[src/rtl/crc32fc_pkg.sv]
// Shared types, constants and the byte-wide CRC-32 update for the frame checker.
// No dependencies; imported by every module of the block.
`default_nettype none

package crc32fc_pkg;

  // Largest byte count that the counter reports; longer frames saturate here.
  localparam int unsigned MAX_FRAME_BYTES = 1024;
  // Width of the internal byte counter, wide enough to hold the maximum itself.
  localparam int unsigned CNT_W = $clog2(MAX_FRAME_BYTES + 1);
  // Fixed width of the reported byte count.
  localparam int unsigned FRAME_BYTES_W = 11;
  // Number of trailing bytes that carry the CRC.
  localparam int unsigned TAIL_BYTES = 4;

  localparam logic [31:0] CRC_POLY = 32'h04C1_1DB7;
  localparam logic [31:0] CRC_INIT = 32'hFFFF_FFFF;

  // Frame check outcome.
  typedef enum logic [1:0] {
    STATUS_UNCHECKED = 2'd0,
    STATUS_GOOD      = 2'd1,
    STATUS_BAD       = 2'd2
  } status_e;

  // One frame result as it travels from the check logic to the output register.
  typedef struct packed {
    status_e                    status;
    logic [FRAME_BYTES_W-1:0]   bytes;
  } result_t;

  // MSB-first CRC-32 update with one byte, eight bit steps unrolled.
  function automatic logic [31:0] crc_feed(input logic [31:0] acc, input logic [7:0] b);
    logic [31:0] c;
    c = acc ^ {b, 24'h00_0000};
    for (int k = 0; k < 8; k++) begin
      if (c[31]) begin
        c = {c[30:0], 1'b0} ^ CRC_POLY;
      end else begin
        c = {c[30:0], 1'b0};
      end
    end
    return c;
  endfunction

endpackage

`default_nettype wire

[src/rtl/crc32fc_check.sv]
// Frame state and check logic: CRC accumulator, four-byte tail window, byte counter.
// Depends on crc32fc_pkg for the CRC update, the status codes and the result type.
`default_nettype none

module crc32fc_check import crc32fc_pkg::*; (
  input  wire logic       clk_i,
  input  wire logic       rst_ni,
  input  wire logic       fire_i,
  input  wire logic [7:0] data_byte_i,
  input  wire logic       last_byte_i,
  output result_t         result_o
);

  logic [31:0]      crc_q, crc_d, crc_upd;
  logic [CNT_W-1:0] count_q, count_d, count_upd;
  logic [7:0]       win_q [TAIL_BYTES];
  logic [31:0]      got;
  status_e          status;

  // A byte enters the CRC only as it leaves a full window.
  always_comb begin
    if (count_q >= CNT_W'(TAIL_BYTES)) begin
      crc_upd = crc_feed(crc_q, win_q[0]);
    end else begin
      crc_upd = crc_q;
    end
  end

  // Saturating byte count including the current word.
  always_comb begin
    if (count_q < CNT_W'(MAX_FRAME_BYTES)) begin
      count_upd = count_q + CNT_W'(1);
    end else begin
      count_upd = count_q;
    end
  end

  // Trailing CRC after the shift, oldest byte lowest.
  assign got = {data_byte_i, win_q[3], win_q[2], win_q[1]};

  always_comb begin
    if (count_upd <= CNT_W'(TAIL_BYTES)) begin
      status = STATUS_UNCHECKED;
    end else if (got == ~crc_upd) begin
      status = STATUS_GOOD;
    end else begin
      status = STATUS_BAD;
    end
  end

  assign result_o.status = status;
  assign result_o.bytes  = FRAME_BYTES_W'(count_upd);

  // The last word of a frame restarts the accumulator and the counter.
  always_comb begin
    crc_d   = crc_q;
    count_d = count_q;
    if (fire_i) begin
      if (last_byte_i) begin
        crc_d   = CRC_INIT;
        count_d = '0;
      end else begin
        crc_d   = crc_upd;
        count_d = count_upd;
      end
    end
  end

  always_ff @(posedge clk_i or negedge rst_ni) begin
    if (!rst_ni) begin
      crc_q   <= CRC_INIT;
      count_q <= '0;
    end else begin
      crc_q   <= crc_d;
      count_q <= count_d;
    end
  end

  // The tail window is refilled before it is read, so it needs no reset.
  always_ff @(posedge clk_i) begin
    if (fire_i) begin
      for (int i = 0; i < TAIL_BYTES - 1; i++) begin
        win_q[i] <= win_q[i+1];
      end
      win_q[TAIL_BYTES-1] <= data_byte_i;
    end
  end

endmodule

`default_nettype wire

[config.mk]
export PLATFORM = sky130hd
export DESIGN_NAME = crc32fc_check
export DESIGN_NICKNAME = d
export VERILOG_FILES = /design/src/rtl/crc32fc_pkg.sv /design/src/rtl/crc32fc_check.sv
export SDC_FILE = /design/constraint.sdc
export NUM_CORES = 1
export LEC_CHECK = 0
export ABC_AREA = 1
export BUFFER_PORTS_ARGS = -buffer_cell sky130_fd_sc_hd__buf_4
export CAP_MARGIN = 10
export CORE_ASPECT_RATIO = 1.25
export CORE_UTILIZATION = 53
export DETAILED_ROUTE_END_ITERATION = 10
export PLACE_DENSITY = 0.72
export SYNTH_ARGS = -nofsm -noshare
export SYNTH_HDL_FRONTEND = slang
export SYNTH_SLANG_ARGS = --single-unit
[constraint.sdc]
create_clock -name clk_i -period 4.02 [get_ports clk_i]
set_clock_uncertainty 0.2 [all_clocks]
set_input_delay 0.603 -clock clk_i [delete_from_list [all_inputs] [get_ports clk_i]]
set_output_delay 0.603 -clock clk_i [all_outputs]
set_load 0.1 [all_outputs]
==> flow_summary.json <==
{
  "grt-ovfl-total": 0,
  "synth_cells": 850,
  "cts-htree-levels": 3,
  "fmax_mhz": 260,
  "yosys_warnings": 0,
  "power_mw": 3.03,
  "clock-root-buffer": "clkbuf_16",
  "postRouteAntennaNets": 0,
  "setup_ws_ns": 0.172,
  "pre_cts_ws_ns": 0.302,
  "synth_edf_count": 32,
  "startpoint_type": "flop",
  "rsz0062_at_grt": "no",
  "cts_tree": "yes",
  "switchingPower_mw": 1.15,
  "num-nets-final": 904,
  "cpMostUsedCell": "nand2_1",
  "portBuffers": 24,
  "whs_ns": 0.0861,
  "hold_viol": 0,
  "syn_avg_cell_area_sq_um": 6.45,
  "reg2reg_slack_ns": 1.81,
  "cts.sinks": 75,
  "power_frac_clock_pct": 32.7,
  "internal_power_mw": 1.88,
  "dieArea_sq_um": 10800,
  "max_slew.worst_pin.slew_ns": 0.791,
  "synth-adder-area-share_pct": 0.457,
  "antenna_found_initial": 0,
  "avgRoutedWirePerCell_um": 19.1,
  "status": "finished clean",
  "instances_no_fill": 1024,
  "grt_pass1_wl_um": 29000,
  "totalWireLength_um": 19500,
  "chipWidth_um": 92.9,
  "clock_latency_ns": 0.35,
  "gpl.final_weighted_congestion": 1.10,
  "via_per_inst": 5.79,
  "crit_path_top_delay_cell": "dfstp_2",
  "combinationalPowerShare_pct": 35.5,
  "cp_top_family": "simple AND/OR/NAND/NOR gates",
  "cts_buffers": 9,
  "syn_nets": 864,
  "fin_tns_setup_ns": 0,
  "cp_cell_sequence": "inv_2 > nand2_1 > nand2_2 > nand2_1 > nand2_2 > nand3_1 > nand3_1 > nand2_1 > nand2_1 > nand2_1 > nand2_1 > nor2_1 > nand3_1 > nor2_1 > nand3_1 > nand2_1 > inv_1 > buf_4",
  "regToRegEndpoint": "crc_q[11]$_DFFE_PN1P_",
  "io_pins": 25,
  "final_max_slew_viol_count": 0,
  "syn_to_final_growth_pct": 15.4,
  "ys_ff_latch": 75,
  "slew_headroom_pct": 46.9,
  "period_share_pct": 95.7,
  "synth_ff_type": "edfxtp_1",
  "cp-end-kind": "output pin",
  "synthMuxAreaShare_pct": 0,
  "start_util_pct": 54.5,
  "cts_hold_buf": 0,
  "maxCapViolCount": 0,
  "finalSetupViolCount": 0,
  "ir_drop_mv": 0.213,
  "required_ns": 3.22,
  "ys_seq_area_share_pct": 37.9,
  "cts_buffer_depth": 2,
  "coreArea_sq_um": 10100,
  "switching_share_pct": 38.0,
  "critPathMaxStageDelay_ns": 0.55,
  "place_inst": 1002,
  "chipHeight_um": 116,
  "synth-compound-area-share_pct": 6.21,
  "vias": 5924,
  "synth-simple-area-share_pct": 44.8,
  "crit_arrival_ns": 3.04,
  "power_frac_seq_pct": 31.9,
  "async_flop_share_pct": 57.3,
  "cp_max_fo": 10,
  "ys_types": 31,
  "place.detailed.hpwl_um": 14300,
  "drc_errors": 0,
  "synth_top_family_by_area": "simple AND/OR/NAND/NOR gates",
  "reg2regPathDepth": 13,
  "post-route-min-period_ns": 3.85,
  "path_buf_inv": 3,
  "holdCritPathClass": "input port to async pin",
  "grt_util_all_layers_pct": 37.1,
  "dr.pass1.iters": 6,
  "diodes": 0,
  "rows": 41,
  "final_common_cell": "nand2_1",
  "path_clk_slew_ns": 0.06,
  "regToRegStartpoint": "crc_q[25]$_DFFE_PN1P_",
  "grt_max_degree": 54,
  "synth-xor-area-share_pct": 1.44,
  "netlist_area_sq_um": 5480,
  "final_cell_mix": "nand2_1, inv_1, nand3_1, nor2_1, buf_4",
  "critPathKind": "flop to output pin",
  "grt_pass1_vias": 5644,
  "drive_gt1_share_pct": 14.5,
  "p_leak_nw": 3.47,
  "powerDensity_nw_per_um2": 478,
  "drt_iter0_drc": 499,
  "path_depth": 18
}
## per-stage QoR
stage	cell area, sq um	utilization [%]
2_1_floorplan	5520	-
3_3_place_gp	5860	58.3
3_5_place_dp	5860	58.3
4_1_cts	6230	62.0
5_1_grt	6320	62.9
6_report	6320	62.9
## state kept, by name, indices dropped and copies added (netlist names)
name	flops
win_q	32
crc_q	32
count_q	11
## timing repair
item / CTS / global route
pin swaps: 0 / 2
setup endpoints to repair: 1 / 2
setup buffers: 0 / 5
gates cloned: 0 / 1
gates resized for setup: 4 / 11
## how the worst max path moves through the flow
stage,startpoint,endpoint
floorplan,count_q[10]$_DFFE_PN0P_,result_o[11]
global placement,count_q[10]$_DFFE_PN0P_,result_o[11]
detailed placement,count_q[10]$_DFFE_PN0P_,result_o[11]
CTS,crc_q[25]$_DFFE_PN1P_,result_o[11]
global route,crc_q[31]$_DFFE_PN1P_,result_o[11]
finish,crc_q[28]$_DFFE_PN1P_,result_o[12]
## cell families after synthesis
kind of cell	after synthesis
simple gates	588
buf+inv	123
flops	75
compound gates	53
xor+xnor	9
fa+ha+maj	2
## cells in the mapped netlist (all sizes together), types with 2 or more instances
cell type	instances	share of area (%)
o21ai	13	1.3
nand2	426	30
nand3	90	8.2
nand4	5	0.57
clkbuf	7	0.48
xor2	9	1.4
nor2	51	3.6
dfrtp	11	5.0
dfstp	32	15
edfxtp	32	18
nand3b	11	1.5
ha	2	0.46
o22ai	15	1.7
nor3	4	0.57
inv	109	7.5
a21oi	4	0.37
a22oi	19	2.6
buf	6	1.1
## final cells by class
class	instances	area [sq um]
Clock buffer	10	229
Clock inverter	6	128
Fill cell	936	3730
Inverter	110	429
Multi-Input combinational cell	653	2990
Sequential cell	75	2080
Tap cell	129	161
Timing Repair Buffer	41	315
## power by group through the flow
| stage | combinational [mW] | sequential [mW] | clock [mW] |
|---|---|---|---|
| 6_report | 1.07 | 0.964 | 0.989 |
| 5_1_grt | 1.17 | 0.969 | 1.02 |
| 4_1_cts | 1.02 | 0.961 | 0.991 |
| 3_5_place_dp | 1.01 | 0.974 | 0 |
| 3_3_place_gp | 1.01 | 0.972 | 0 |
| 2_1_floorplan | 0.721 | 0.950 | 0 |
## per-layer routing
metal	up-vias	part of all wire (%)	track usage, %
li1	2771	-	-
met2	316	48	62.5
met1	2749	37	41.5
met4	0	6.8	27.0
met5	-	0	0
met3	88	7.6	7.81
Note: power is estimated with default switching activity, not from simulation.
